**src/sv/jmsi_pkg.sv**
```systemverilog
// jmsi_pkg: word types, parse phases, status codes and marker constants
// for the JPEG marker segment indexer. No dependencies.

package jmsi_pkg;

	localparam int HEADER_BYTES_DEF = 29;
	localparam int OQ_DEPTH = 4;

	typedef struct packed {
		logic [7:0] data_byte;
		logic       end_of_file;
	} in_word_t;

	typedef struct packed {
		logic        kind;
		logic [31:0] segment_offset;
		logic [16:0] segment_bytes;
		logic [7:0]  marker_code;
		logic        xmp_flag;
		logic [15:0] segment_number;
		logic [3:0]  status;
		logic [31:0] scan_offset;
		logic [15:0] insert_position;
		logic [32:0] rewritten_size;
		logic        last_result;
	} out_word_t;

	typedef struct packed {
		logic first;
		logic second;
	} push_t;

	typedef enum logic [12:0] {
		PH_SOI0    = 13'b0000000000001,
		PH_SOI1    = 13'b0000000000010,
		PH_MARK    = 13'b0000000000100,
		PH_FILL    = 13'b0000000001000,
		PH_LEN_HI  = 13'b0000000010000,
		PH_LEN_LO  = 13'b0000000100000,
		PH_PAYLOAD = 13'b0000001000000,
		PH_SOS_HI  = 13'b0000010000000,
		PH_SOS_LO  = 13'b0000100000000,
		PH_SOS_PAY = 13'b0001000000000,
		PH_ENTROPY = 13'b0010000000000,
		PH_TRAIL   = 13'b0100000000000,
		PH_ERR     = 13'b1000000000000
	} phase_t;

	localparam logic [3:0] ST_OK         = 4'd0;
	localparam logic [3:0] ST_NO_SOI     = 4'd1;
	localparam logic [3:0] ST_BAD_MARKER = 4'd2;
	localparam logic [3:0] ST_IN_MARKER  = 4'd3;
	localparam logic [3:0] ST_SOS_TRUNC  = 4'd4;
	localparam logic [3:0] ST_NO_EOI     = 4'd5;
	localparam logic [3:0] ST_BAD_LENGTH = 4'd6;
	localparam logic [3:0] ST_TRUNCATED  = 4'd7;
	localparam logic [3:0] ST_NO_SCAN    = 4'd8;
	localparam logic [3:0] ST_XMP_BIG    = 4'd9;

	localparam logic [7:0] MK_FF   = 8'hFF;
	localparam logic [7:0] MK_SOI  = 8'hD8;
	localparam logic [7:0] MK_EOI  = 8'hD9;
	localparam logic [7:0] MK_SOS  = 8'hDA;
	localparam logic [7:0] MK_APP0 = 8'hE0;
	localparam logic [7:0] MK_APP1 = 8'hE1;
	localparam logic [7:0] MK_RST0 = 8'hD0;
	localparam logic [7:0] MK_RST7 = 8'hD7;
	localparam logic [7:0] MK_STUF = 8'h00;

	localparam logic [32:0] MAX33 = 33'h1FFFFFFFF;
	localparam logic [15:0] MAX16 = 16'hFFFF;

	// XMP namespace header, zero padded to 32 bytes
	localparam logic [7:0] NS_HEADER [32] = '{
		8'h68, 8'h74, 8'h74, 8'h70, 8'h3A, 8'h2F, 8'h2F, 8'h6E,
		8'h73, 8'h2E, 8'h61, 8'h64, 8'h6F, 8'h62, 8'h65, 8'h2E,
		8'h63, 8'h6F, 8'h6D, 8'h2F, 8'h78, 8'h61, 8'h70, 8'h2F,
		8'h31, 8'h2E, 8'h30, 8'h2F, 8'h00, 8'h00, 8'h00, 8'h00
	};

endpackage

```
**src/sv/jmsi_parser.sv**
```systemverilog
// jmsi_parser: marker segment walk, entropy scan and result formation, one byte a step.
// Depends on jmsi_pkg.

module jmsi_parser #(
	parameter int HEADER_BYTES = jmsi_pkg::HEADER_BYTES_DEF
) (
	input  logic                clk,
	input  logic                arst_n,
	input  logic                step,
	input  jmsi_pkg::in_word_t  word,
	input  logic [15:0]         xmp_len,
	output jmsi_pkg::push_t     push,
	output jmsi_pkg::out_word_t res0,
	output jmsi_pkg::out_word_t res1
);

	localparam int IDX_W = $clog2(HEADER_BYTES + 1);
	localparam logic [16:0] HB17 = 17'(HEADER_BYTES);

	jmsi_pkg::phase_t phase_q, phase_d;
	logic [31:0] pos_q, pos_d;
	logic [31:0] start_q, start_d;
	logic [7:0]  run_q, run_d;
	logic [7:0]  marker_q, marker_d;
	logic [15:0] len_q, len_d;
	logic [15:0] left_q, left_d;
	logic [IDX_W-1:0] idx_q, idx_d;
	logic        match_q, match_d;
	logic [15:0] seen_q, seen_d;
	logic [15:0] insert_q, insert_d;
	logic [32:0] kept_q, kept_d;
	logic [31:0] scan_q, scan_d;
	logic        prev_ff_q, prev_ff_d;
	logic [3:0]  err_q, err_d;

	logic [7:0]  b;
	logic        eof;
	logic        finish;
	logic [3:0]  fail_code;
	logic [16:0] seg_bytes;
	logic        xmp;
	logic [33:0] kept_sum;
	logic [3:0]  status;
	logic        xmp_big;
	logic [16:0] xmp_extra;
	logic [31:0] scan_len;
	logic [34:0] size_sum;
	logic [32:0] size;
	jmsi_pkg::out_word_t rec, summ;

	assign b   = word.data_byte;
	assign eof = word.end_of_file;
	assign xmp_big = (xmp_len != 16'd0) && ((17'd2 + HB17 + {1'b0, xmp_len}) > 17'h0FFFF);
	assign xmp_extra = (xmp_len != 16'd0) ? (17'd4 + HB17 + {1'b0, xmp_len}) : 17'd0;

	always_comb begin
		phase_d   = phase_q;
		pos_d     = pos_q + 32'd1;
		start_d   = start_q;
		run_d     = run_q;
		marker_d  = marker_q;
		len_d     = len_q;
		left_d    = left_q;
		idx_d     = idx_q;
		match_d   = match_q;
		seen_d    = seen_q;
		insert_d  = insert_q;
		kept_d    = kept_q;
		scan_d    = scan_q;
		prev_ff_d = prev_ff_q;
		err_d     = err_q;
		finish    = 1'b0;
		fail_code = jmsi_pkg::ST_OK;
		seg_bytes = 17'd0;
		xmp       = 1'b0;
		kept_sum  = 34'd0;

		unique case (phase_q)
			jmsi_pkg::PH_SOI0: begin
				if (b == jmsi_pkg::MK_FF) phase_d = jmsi_pkg::PH_SOI1;
				else fail_code = jmsi_pkg::ST_NO_SOI;
			end
			jmsi_pkg::PH_SOI1: begin
				if (b == jmsi_pkg::MK_SOI) phase_d = jmsi_pkg::PH_MARK;
				else fail_code = jmsi_pkg::ST_NO_SOI;
			end
			jmsi_pkg::PH_MARK: begin
				if (b == jmsi_pkg::MK_FF) begin
					start_d = pos_q;
					run_d   = 8'd1;
					phase_d = jmsi_pkg::PH_FILL;
				end else begin
					fail_code = jmsi_pkg::ST_BAD_MARKER;
				end
			end
			jmsi_pkg::PH_FILL: begin
				if (b == jmsi_pkg::MK_FF) begin
					if (run_q != jmsi_pkg::MK_FF) run_d = run_q + 8'd1;
				end else if (b == jmsi_pkg::MK_STUF ||
						(b >= jmsi_pkg::MK_RST0 && b <= jmsi_pkg::MK_RST7)) begin
					phase_d = jmsi_pkg::PH_MARK;
				end else if (b == jmsi_pkg::MK_EOI) begin
					scan_d  = start_q;
					phase_d = jmsi_pkg::PH_TRAIL;
				end else if (b == jmsi_pkg::MK_SOS) begin
					scan_d   = start_q;
					marker_d = b;
					phase_d  = jmsi_pkg::PH_SOS_HI;
				end else begin
					marker_d = b;
					phase_d  = jmsi_pkg::PH_LEN_HI;
				end
			end
			jmsi_pkg::PH_LEN_HI: begin
				len_d   = {b, 8'h00};
				phase_d = jmsi_pkg::PH_LEN_LO;
			end
			jmsi_pkg::PH_SOS_HI: begin
				len_d   = {b, 8'h00};
				phase_d = jmsi_pkg::PH_SOS_LO;
			end
			jmsi_pkg::PH_LEN_LO: begin
				len_d = {len_q[15:8], b};
				if (len_d < 16'd2) begin
					fail_code = jmsi_pkg::ST_BAD_LENGTH;
				end else begin
					left_d  = len_d - 16'd2;
					idx_d   = '0;
					match_d = 1'b1;
					if (left_d == 16'd0) finish = 1'b1;
					else phase_d = jmsi_pkg::PH_PAYLOAD;
				end
			end
			jmsi_pkg::PH_PAYLOAD: begin
				if (32'(idx_q) < 32'(HEADER_BYTES)) begin
					if (b != jmsi_pkg::NS_HEADER[5'(idx_q)]) match_d = 1'b0;
					idx_d = idx_q + 1'b1;
				end
				left_d = left_q - 16'd1;
				if (left_d == 16'd0) finish = 1'b1;
			end
			jmsi_pkg::PH_SOS_LO: begin
				len_d = {len_q[15:8], b};
				if (len_d < 16'd2) begin
					fail_code = jmsi_pkg::ST_SOS_TRUNC;
				end else begin
					left_d    = len_d - 16'd2;
					prev_ff_d = 1'b0;
					phase_d   = (left_d == 16'd0) ? jmsi_pkg::PH_ENTROPY : jmsi_pkg::PH_SOS_PAY;
				end
			end
			jmsi_pkg::PH_SOS_PAY: begin
				left_d = left_q - 16'd1;
				if (left_d == 16'd0) phase_d = jmsi_pkg::PH_ENTROPY;
			end
			jmsi_pkg::PH_ENTROPY: begin
				if (prev_ff_q && b == jmsi_pkg::MK_EOI) begin
					prev_ff_d = 1'b0;
					phase_d   = jmsi_pkg::PH_TRAIL;
				end else begin
					prev_ff_d = (b == jmsi_pkg::MK_FF);
				end
			end
			jmsi_pkg::PH_TRAIL: begin
			end
			default: phase_d = jmsi_pkg::PH_ERR;
		endcase

		if (fail_code != jmsi_pkg::ST_OK) begin
			if (err_q == jmsi_pkg::ST_OK) err_d = fail_code;
			phase_d = jmsi_pkg::PH_ERR;
		end

		if (finish) begin
			seg_bytes = {9'd0, run_q} + 17'd1 + {1'b0, len_d};
			xmp = (marker_q == jmsi_pkg::MK_APP1) && ({1'b0, len_d} >= 17'd2 + HB17) && match_d;
			seen_d = (seen_q != jmsi_pkg::MAX16) ? seen_q + 16'd1 : seen_q;
			if (marker_q == jmsi_pkg::MK_APP0 || (marker_q == jmsi_pkg::MK_APP1 && !xmp))
				insert_d = seen_d;
			if (!xmp) begin
				kept_sum = {1'b0, kept_q} + {17'd0, seg_bytes};
				kept_d = (kept_sum > {1'b0, jmsi_pkg::MAX33}) ? jmsi_pkg::MAX33 : kept_sum[32:0];
			end
			phase_d = jmsi_pkg::PH_MARK;
		end
	end

	always_comb begin
		if (err_d != jmsi_pkg::ST_OK) begin
			status = err_d;
		end else begin
			unique case (phase_d)
				jmsi_pkg::PH_SOI0, jmsi_pkg::PH_SOI1: status = jmsi_pkg::ST_NO_SOI;
				jmsi_pkg::PH_MARK:                    status = jmsi_pkg::ST_NO_SCAN;
				jmsi_pkg::PH_FILL:                    status = jmsi_pkg::ST_IN_MARKER;
				jmsi_pkg::PH_LEN_HI, jmsi_pkg::PH_LEN_LO: status = jmsi_pkg::ST_BAD_LENGTH;
				jmsi_pkg::PH_PAYLOAD:                 status = jmsi_pkg::ST_TRUNCATED;
				jmsi_pkg::PH_SOS_HI, jmsi_pkg::PH_SOS_LO,
				jmsi_pkg::PH_SOS_PAY:                 status = jmsi_pkg::ST_SOS_TRUNC;
				jmsi_pkg::PH_ENTROPY:                 status = jmsi_pkg::ST_NO_EOI;
				jmsi_pkg::PH_TRAIL: status = xmp_big ? jmsi_pkg::ST_XMP_BIG : jmsi_pkg::ST_OK;
				default:                              status = jmsi_pkg::ST_BAD_MARKER;
			endcase
		end
	end

	// a clean end never closes a segment on the same byte, so the kept total is settled
	assign scan_len = pos_q + 32'd1 - scan_d;
	assign size_sum = 35'd2 + {2'b00, kept_q} + {3'b000, scan_len} + {18'd0, xmp_extra};
	assign size = (status != jmsi_pkg::ST_OK) ? 33'd0 :
		(size_sum > {2'b00, jmsi_pkg::MAX33}) ? jmsi_pkg::MAX33 : size_sum[32:0];

	always_comb begin
		rec = '0;
		rec.kind           = 1'b0;
		rec.segment_offset = start_q;
		rec.segment_bytes  = seg_bytes;
		rec.marker_code    = marker_q;
		rec.xmp_flag       = xmp;
		rec.segment_number = seen_q;
		rec.last_result    = !eof;

		summ = '0;
		summ.kind            = 1'b1;
		summ.status          = status;
		summ.scan_offset     = scan_d;
		summ.insert_position = insert_d;
		summ.rewritten_size  = size;
		summ.last_result     = 1'b1;
	end

	assign push.first  = step && (finish || eof);
	assign push.second = step && finish && eof;
	assign res0 = finish ? rec : summ;
	assign res1 = summ;

	always_ff @(posedge clk or negedge arst_n) begin
		if (!arst_n) begin
			phase_q   <= jmsi_pkg::PH_SOI0;
			pos_q     <= '0;
			start_q   <= '0;
			run_q     <= '0;
			marker_q  <= '0;
			len_q     <= '0;
			left_q    <= '0;
			idx_q     <= '0;
			match_q   <= 1'b1;
			seen_q    <= '0;
			insert_q  <= '0;
			kept_q    <= '0;
			scan_q    <= '0;
			prev_ff_q <= 1'b0;
			err_q     <= '0;
		end else if (step) begin
			if (eof) begin
				phase_q   <= jmsi_pkg::PH_SOI0;
				pos_q     <= '0;
				start_q   <= '0;
				run_q     <= '0;
				marker_q  <= '0;
				len_q     <= '0;
				left_q    <= '0;
				idx_q     <= '0;
				match_q   <= 1'b1;
				seen_q    <= '0;
				insert_q  <= '0;
				kept_q    <= '0;
				scan_q    <= '0;
				prev_ff_q <= 1'b0;
				err_q     <= '0;
			end else begin
				phase_q   <= phase_d;
				pos_q     <= pos_d;
				start_q   <= start_d;
				run_q     <= run_d;
				marker_q  <= marker_d;
				len_q     <= len_d;
				left_q    <= left_d;
				idx_q     <= idx_d;
				match_q   <= match_d;
				seen_q    <= seen_d;
				insert_q  <= insert_d;
				kept_q    <= kept_d;
				scan_q    <= scan_d;
				prev_ff_q <= prev_ff_d;
				err_q     <= err_d;
			end
		end
	end

endmodule

```
**src/sv/jmsi_out_queue.sv**
```systemverilog
// jmsi_out_queue: small result queue taking up to two words a cycle.
// Depends on jmsi_pkg.

module jmsi_out_queue (
	input  logic                clk,
	input  logic                arst_n,
	input  jmsi_pkg::push_t     push,
	input  jmsi_pkg::out_word_t w0,
	input  jmsi_pkg::out_word_t w1,
	output logic                room,
	output logic                out_valid,
	input  logic                out_ready,
	output jmsi_pkg::out_word_t out_data
);

	localparam int PW = $clog2(jmsi_pkg::OQ_DEPTH);
	localparam int CW = $clog2(jmsi_pkg::OQ_DEPTH + 1);

	jmsi_pkg::out_word_t mem_q [jmsi_pkg::OQ_DEPTH];
	logic [PW-1:0] wr_q, rd_q;
	logic [CW-1:0] cnt_q;
	logic          pop;
	logic [CW-1:0] n_push;

	assign pop       = out_valid && out_ready;
	assign out_valid = (cnt_q != '0);
	assign out_data  = mem_q[rd_q];
	assign room      = ((cnt_q - CW'(pop)) <= CW'(jmsi_pkg::OQ_DEPTH - 2));
	assign n_push    = CW'(push.first) + CW'(push.second);

	always_ff @(posedge clk) begin
		if (push.first) mem_q[wr_q] <= w0;
		if (push.second) mem_q[wr_q + PW'(1)] <= w1;
	end

	always_ff @(posedge clk or negedge arst_n) begin
		if (!arst_n) begin
			wr_q  <= '0;
			rd_q  <= '0;
			cnt_q <= '0;
		end else begin
			wr_q  <= wr_q + PW'(n_push);
			rd_q  <= rd_q + PW'(pop);
			cnt_q <= cnt_q + n_push - CW'(pop);
		end
	end

endmodule

```
**src/sv/jpeg_marker_segment_indexer_core.sv**
```systemverilog
// jpeg_marker_segment_indexer_core: top level; input register, config register,
// parser and result queue. Depends on jmsi_pkg, jmsi_parser, jmsi_out_queue.
//
//   channel  direction  handshake                 payload
//   in       sink       in_valid / in_ready       in_data   (jmsi_pkg::in_word_t)
//   out      source     out_valid / out_ready     out_data  (jmsi_pkg::out_word_t)
//   cfg      sink       cfg_valid / cfg_ready     cfg_data  (16-bit XMP payload length)
//
// One byte per cycle while the queue has room; each byte is parsed from the input register.
// Each byte yields zero, one or two words into a four-word result queue.
// The input stalls only when the queue has fewer than two free slots.
// Reset clears the parse state and the XMP payload length; cfg_ready is always high.

module jpeg_marker_segment_indexer_core #(
	parameter int HEADER_BYTES = jmsi_pkg::HEADER_BYTES_DEF
) (
	input  logic                clk,
	input  logic                arst_n,
	input  logic                in_valid,
	output logic                in_ready,
	input  jmsi_pkg::in_word_t  in_data,
	output logic                out_valid,
	input  logic                out_ready,
	output jmsi_pkg::out_word_t out_data,
	input  logic                cfg_valid,
	output logic                cfg_ready,
	input  logic [15:0]         cfg_data
);

	logic                valid_s1;
	jmsi_pkg::in_word_t  word_s1;
	logic [15:0]         xmp_len_q;
	logic                room;
	logic                step;
	jmsi_pkg::push_t     push;
	jmsi_pkg::out_word_t res0, res1;

	assign cfg_ready = 1'b1;
	assign step      = valid_s1 && room;
	assign in_ready  = !valid_s1 || step;

	always_ff @(posedge clk or negedge arst_n) begin
		if (!arst_n) begin
			valid_s1  <= 1'b0;
			xmp_len_q <= '0;
		end else begin
			if (in_ready) valid_s1 <= in_valid;
			if (cfg_valid && cfg_ready) xmp_len_q <= cfg_data;
		end
	end

	always_ff @(posedge clk) begin
		if (in_valid && in_ready) word_s1 <= in_data;
	end

	jmsi_parser #(
		.HEADER_BYTES(HEADER_BYTES)
	) u_parser (
		.clk     (clk),
		.arst_n  (arst_n),
		.step    (step),
		.word    (word_s1),
		.xmp_len (xmp_len_q),
		.push    (push),
		.res0    (res0),
		.res1    (res1)
	);

	jmsi_out_queue u_queue (
		.clk       (clk),
		.arst_n    (arst_n),
		.push      (push),
		.w0        (res0),
		.w1        (res1),
		.room      (room),
		.out_valid (out_valid),
		.out_ready (out_ready),
		.out_data  (out_data)
	);

	a_stall_holds: assert property (@(posedge clk) disable iff (!arst_n)
		!in_ready |-> valid_s1 && !room)
		else $error("input stalled without a pending byte blocked by the queue");

	a_record_clean: assert property (@(posedge clk) disable iff (!arst_n)
		out_valid && !out_data.kind |-> out_data.status == jmsi_pkg::ST_OK &&
			out_data.rewritten_size == 33'd0)
		else $error("segment record carries summary fields");

	a_summary_last: assert property (@(posedge clk) disable iff (!arst_n)
		out_valid && out_data.kind |-> out_data.last_result)
		else $error("summary not marked last");

	a_two_words: assert property (@(posedge clk) disable iff (!arst_n)
		push.second |-> push.first && step)
		else $error("second word pushed alone");

endmodule

```
**config.mk**
```make
export PLATFORM = sky130hd
export DESIGN_NAME = jpeg_marker_segment_indexer_core
export DESIGN_NICKNAME = d
export VERILOG_FILES = /design/src/sv/jmsi_pkg.sv /design/src/sv/jmsi_parser.sv /design/src/sv/jmsi_out_queue.sv /design/src/sv/jpeg_marker_segment_indexer_core.sv
export SDC_FILE = /design/constraint.sdc
export NUM_CORES = 2
export LEC_CHECK = 0
export ABC_AREA = 0
export BUFFER_PORTS_ARGS = -buffer_cell sky130_fd_sc_hd__buf_2
export CAP_MARGIN = 20
export CORE_MARGIN = 4
export CORE_UTILIZATION = 25
export CTS_CLUSTER_DIAMETER = 200
export DETAILED_ROUTE_END_ITERATION = 16
export GPL_TIMING_DRIVEN = 0
export PLACE_DENSITY = 0.38
export RECOVER_POWER = 25
export SLEW_MARGIN = 15
export SYNTH_ARGS = -nofsm -noshare
export SYNTH_HDL_FRONTEND = slang
export SYNTH_SLANG_ARGS = --single-unit
```
**constraint.sdc**
```tcl
create_clock -name clk -period 7.65 [get_ports clk]
set_clock_uncertainty 0.2 [all_clocks]
set_input_delay 1.9125 -clock clk [delete_from_list [all_inputs] [get_ports clk]]
set_output_delay 1.9125 -clock clk [all_outputs]
set_load 0.1 [all_outputs]
```
==> impl_metrics.toml <==
[run]
drv.max_cap_violation_count = 1

[route]
drt_iter0_markers = 3275
dr.max_layer_used = "met4"
routed-wl-met2_um = 89000
viasPerCell = 5.10
dr.pass1.iters = 6
detail_route.wl_per_cell_um = 24.5
remaining_drc_errors = 0
totalWireLength_um = 188000
antenna_violating_nets_post_route = 0
met3WireLength_um = 7040
via_count = 39096
route.layer.met1.wl_um = 87100

[synthesis]
syn_inst = 4664
post_synth.cell_area_avg_um2 = 10.2
synth.yosys.seq_area_share_pct = 48.6
netlist_area_pre_place_um2 = 47300
yosysWarnings = 0
yosys_register_bits = 910
synth_enable_flop_cells = 349
syn_nets = 4846
synth.distinct_cells = 92
ys_dominant_reg_cell = "sky130_fd_sc_hd__edfxtp_1"
asyncSetResetFlopFracSynth_pct = 28.2

[floorplanning]
dieArea_um2 = 196000
die_y_extent_um = 443
io-pin-count = 194
core-area_um2 = 188000
placement_rows = 159
initial_utilization_pct = 25.2
die_width_um = 443

[power_and_ir_drop]
p_int_w = 0.0115
ir_worst_vdd_uv = 314
p_seq_share_pct = 26.0
post-layout-total-power_w = 0.0217
power_leakage_nw = 20.8
power.share.switching_pct = 47.2
p_clk_share_pct = 24.9
power_density_nw_per_um2 = 374
p_sw_w = 0.0102
pwr-share-comb_pct = 49.1

[clock_network]
clockRootBuffer = "sky130_fd_sc_hd__clkbuf_16"
cts-root-to-sink-buffers = 3
tritoncts = "done"
cts_num_sinks = 910
clkLatencyLatePin_ps = 750
clkSlewWorstSetupHoldPaths_ps = 60
numCtsBuffers = 109
cts_max_level = 3

[min_path]
min-delay-start = "u_queue.mem_q[3][160]"
worst_hold_path_type = "reg -> reg"

[outcome]
status = "finished, violations left"
failed_checks = "capacitance limit, slew limit"

[setup_path]
cp_slowest_stage_delay_ps = 510
critical_path.startpoint_type = "flop"
crit_path_top_delay_cell = "sky130_fd_sc_hd__a311o_2"
launch_point_of_the_worst_path = "word_s1[6]"
critical_path_arrival_ps = 7820
cp_data_required_time_ps = 7920
critPathMostFrequentCell = "sky130_fd_sc_hd__a21oi_2"
top_fanout_value_on_the_critical_path = 7
worst-setup-path-type = "reg -> reg"
critical_path.reg2reg.startpoint = "word_s1[6]"
cp-end-kind = "flop"

[sta]
setup-violations-final = 0
grt_setup_unrepaired = "yes"
finalCriticalPeriod_ps = 7560
final_cycle_share_pct = 98.8
clock.fmax_mhz = 132
timing.final.hold_violations = 0
slew_violations = 81
timing.max_slew.rel_slack_pct = -246
worst_slew_pin_slew_ps = 5200

[layout]
num-fill-cells = 19600
post_route_cells_drive_above_1_share_pct = 17.6
num-nets-final = 5257
area.growth.synth_to_final_pct = 22.4
stdcell_count = 7665

[global_route]
antenna_found_initial = 3
grt_first_pass_wirelength_um = 275000
grt_util_all_layers_pct = 18.6
grt_remaining_overflow = 0
grt_start_max_net_pins = 93
grt_pass1_vias = 38917

[place]
gp_congestion = 0.838
post-place-cells = 7369
half_perimeter_wire_length_of_the_detailed_placement_result_um = 136000
placement.io_buffers = 191
-- sequential cells by signal (all words and copies together) (netlist names), 9 cells and up --
name / flops
u_parser.left_q: 16
u_parser.seen_q: 16
u_parser.len_q: 16
word_s1: 9
xmp_len_q: 16
u_parser.kept_q: 33
u_parser.insert_q: 16
u_parser.pos_q: 32
u_parser.start_q: 32
u_queue.mem_q: 644
u_parser.phase_q: 13
u_parser.scan_q: 32
-- cell usage after synthesis, drive strengths merged (12+ instances only) --
cell type	instances	area, um^2
a211oi	12	90.1
a21o	37	278
a21oi	156	781
a22o	68	596
a31oi	19	119
and2	19	119
and3	28	175
buf	61	307
clkbuf	306	1150
dfrtp	255	6380
dfxtp	304	6090
edfxtp	349	10500
fa	22	440
ha	130	1630
inv	75	282
mux2	15	169
mux2i	56	561
mux4	162	3650
nand2	427	1600
nand2b	30	188
nand3	378	1890
nand3b	12	90.1
nand4	50	313
nor2	347	1300
nor2b	25	156
nor3	80	400
nor4	163	1050
nor4b	12	105
o21a	32	240
o21ai	588	2940
o21bai	14	105
o22ai	14	93.8
o31ai	17	128
or2	16	100
or3	27	169
xnor2	140	1230
xor2	65	569
-- placed cells by master (no fill, tap or decap), drive strengths merged, types with 15 or more instances in the layout --
| master | instances |
|---|---|
| a31oi | 19 |
| nand3 | 378 |
| nor2b | 25 |
| dfrtp | 255 |
| mux2i | 56 |
| or2 | 16 |
| o31ai | 17 |
| a21o | 37 |
| o21ai | 588 |
| and2 | 19 |
| nand2b | 30 |
| and3 | 28 |
| nand2 | 427 |
| xor2 | 65 |
| clkbuf | 457 |
| inv | 80 |
| buf | 360 |
| ha | 130 |
| nor3 | 80 |
| dfxtp | 304 |
| mux2 | 15 |
| nor4 | 163 |
| a21oi | 156 |
| clkinv | 36 |
| mux4 | 162 |
| nand4 | 50 |
| nor2 | 347 |
| fa | 22 |
| edfxtp | 349 |
| o21a | 32 |
| a22o | 68 |
| xnor2 | 140 |
| or3 | 27 |
-- power by group through the flow --
stage,combinational [W],clock (W),sequential (W)
floorplan,0.00665,0,0.00568
global route,0.0113,0.00574,0.00566
detailed placement,0.00977,0,0.00573
finish,0.0107,0.00539,0.00563
global placement,0.00972,0,0.00579
CTS,0.0104,0.00554,0.00563
-- stage by stage --
step                      cell area [um^2]  utilization, %  setup TNS, ps  hold slack [ps]  worst slack, ps
after floorplan                      47400               -              0              218             5.21
after global placement               51400            27.4       -1641240              235            -3410
after detailed placement             51900            27.6        -433810              237            -3120
after CTS                            57200            30.4              0              247             4.57
after global routing                 57900            30.8          -2540              275            -94.0
final                                57900            30.8              0              249             92.8
-- worst paths after layout --
kind | cells after the start | slack (ps) | to
min reg2reg | 2 | 250 | u_queue.mem_q[3][160]
min in group asynchronous | 1 | 880 | u_parser.idx_q[1]
max reg2reg | 34 | 90 | u_queue.mem_q[2][8]
max in group asynchronous | 2 | 1080 | u_parser.start_q[27]
max | 34 | 90 | u_queue.mem_q[2][8]
min | 2 | 250 | u_queue.mem_q[3][160]
-- routing by layer --
metal / vias to the layer above / track usage, %
li1: 18126 / -
met1: 19854 / 26.1
met2: 916 / 30.8
met3: 200 / 1.98
met4: 0 / 4.46
met5: - / 0
-- repair_timing --
| action | CTS | global route |
|---|---|---|
| hold buffers | 0 | 0 |
| gates resized for setup | 232 | 101 |
| buffers inserted | 60 | 29 |
| endpoints found under the setup margin | 165 | 165 |
| gates cloned | 4 | 0 |
| pin swaps | 32 | 41 |
-- kinds of logic after synthesis --
family                     count (synthesis)  synth area share [%]
and+or+nand+nor                         1658                  17.0
xor gates and xnor gates                 205                  3.79
other                                      1               0.00792
AOI/OAI and AO/OA                       1063                  13.3
DFF                                      910                  48.6
buffers and inverters                    442                  3.67
muxes                                    233                  9.25
adders and majority gates                152                  4.37
-- cell type report --
| class | instances | area, um^2 | area share [%] |
|---|---|---|---|
| Inverter | 75 | 282 | 0.486 |
| Tap cell | 2495 | 3120 | 5.39 |
| Clock inverter | 53 | 529 | 0.913 |
| Antenna cell | 2 | 5.00 | 0.00864 |
| Buffer | 360 | 1670 | 2.89 |
| Sequential cell | 910 | 23000 | 39.7 |
| Timing Repair Buffer | 306 | 2090 | 3.61 |
| Multi-Input combinational cell | 3313 | 24100 | 41.6 |
| Clock buffer | 151 | 3140 | 5.42 |
-- critical path, delay by kind of cell (launching register included) --
family,cells,cell delay [ps]
AOI/OAI and AO/OA,13,2980
adders and majority gates,4,1280
and+or+nand+nor,8,1180
buffers and inverters,7,900
DFF,1,370
muxes,1,200
xor gates and xnor gates,1,170
Note: power is estimated with default switching activity, not from simulation.
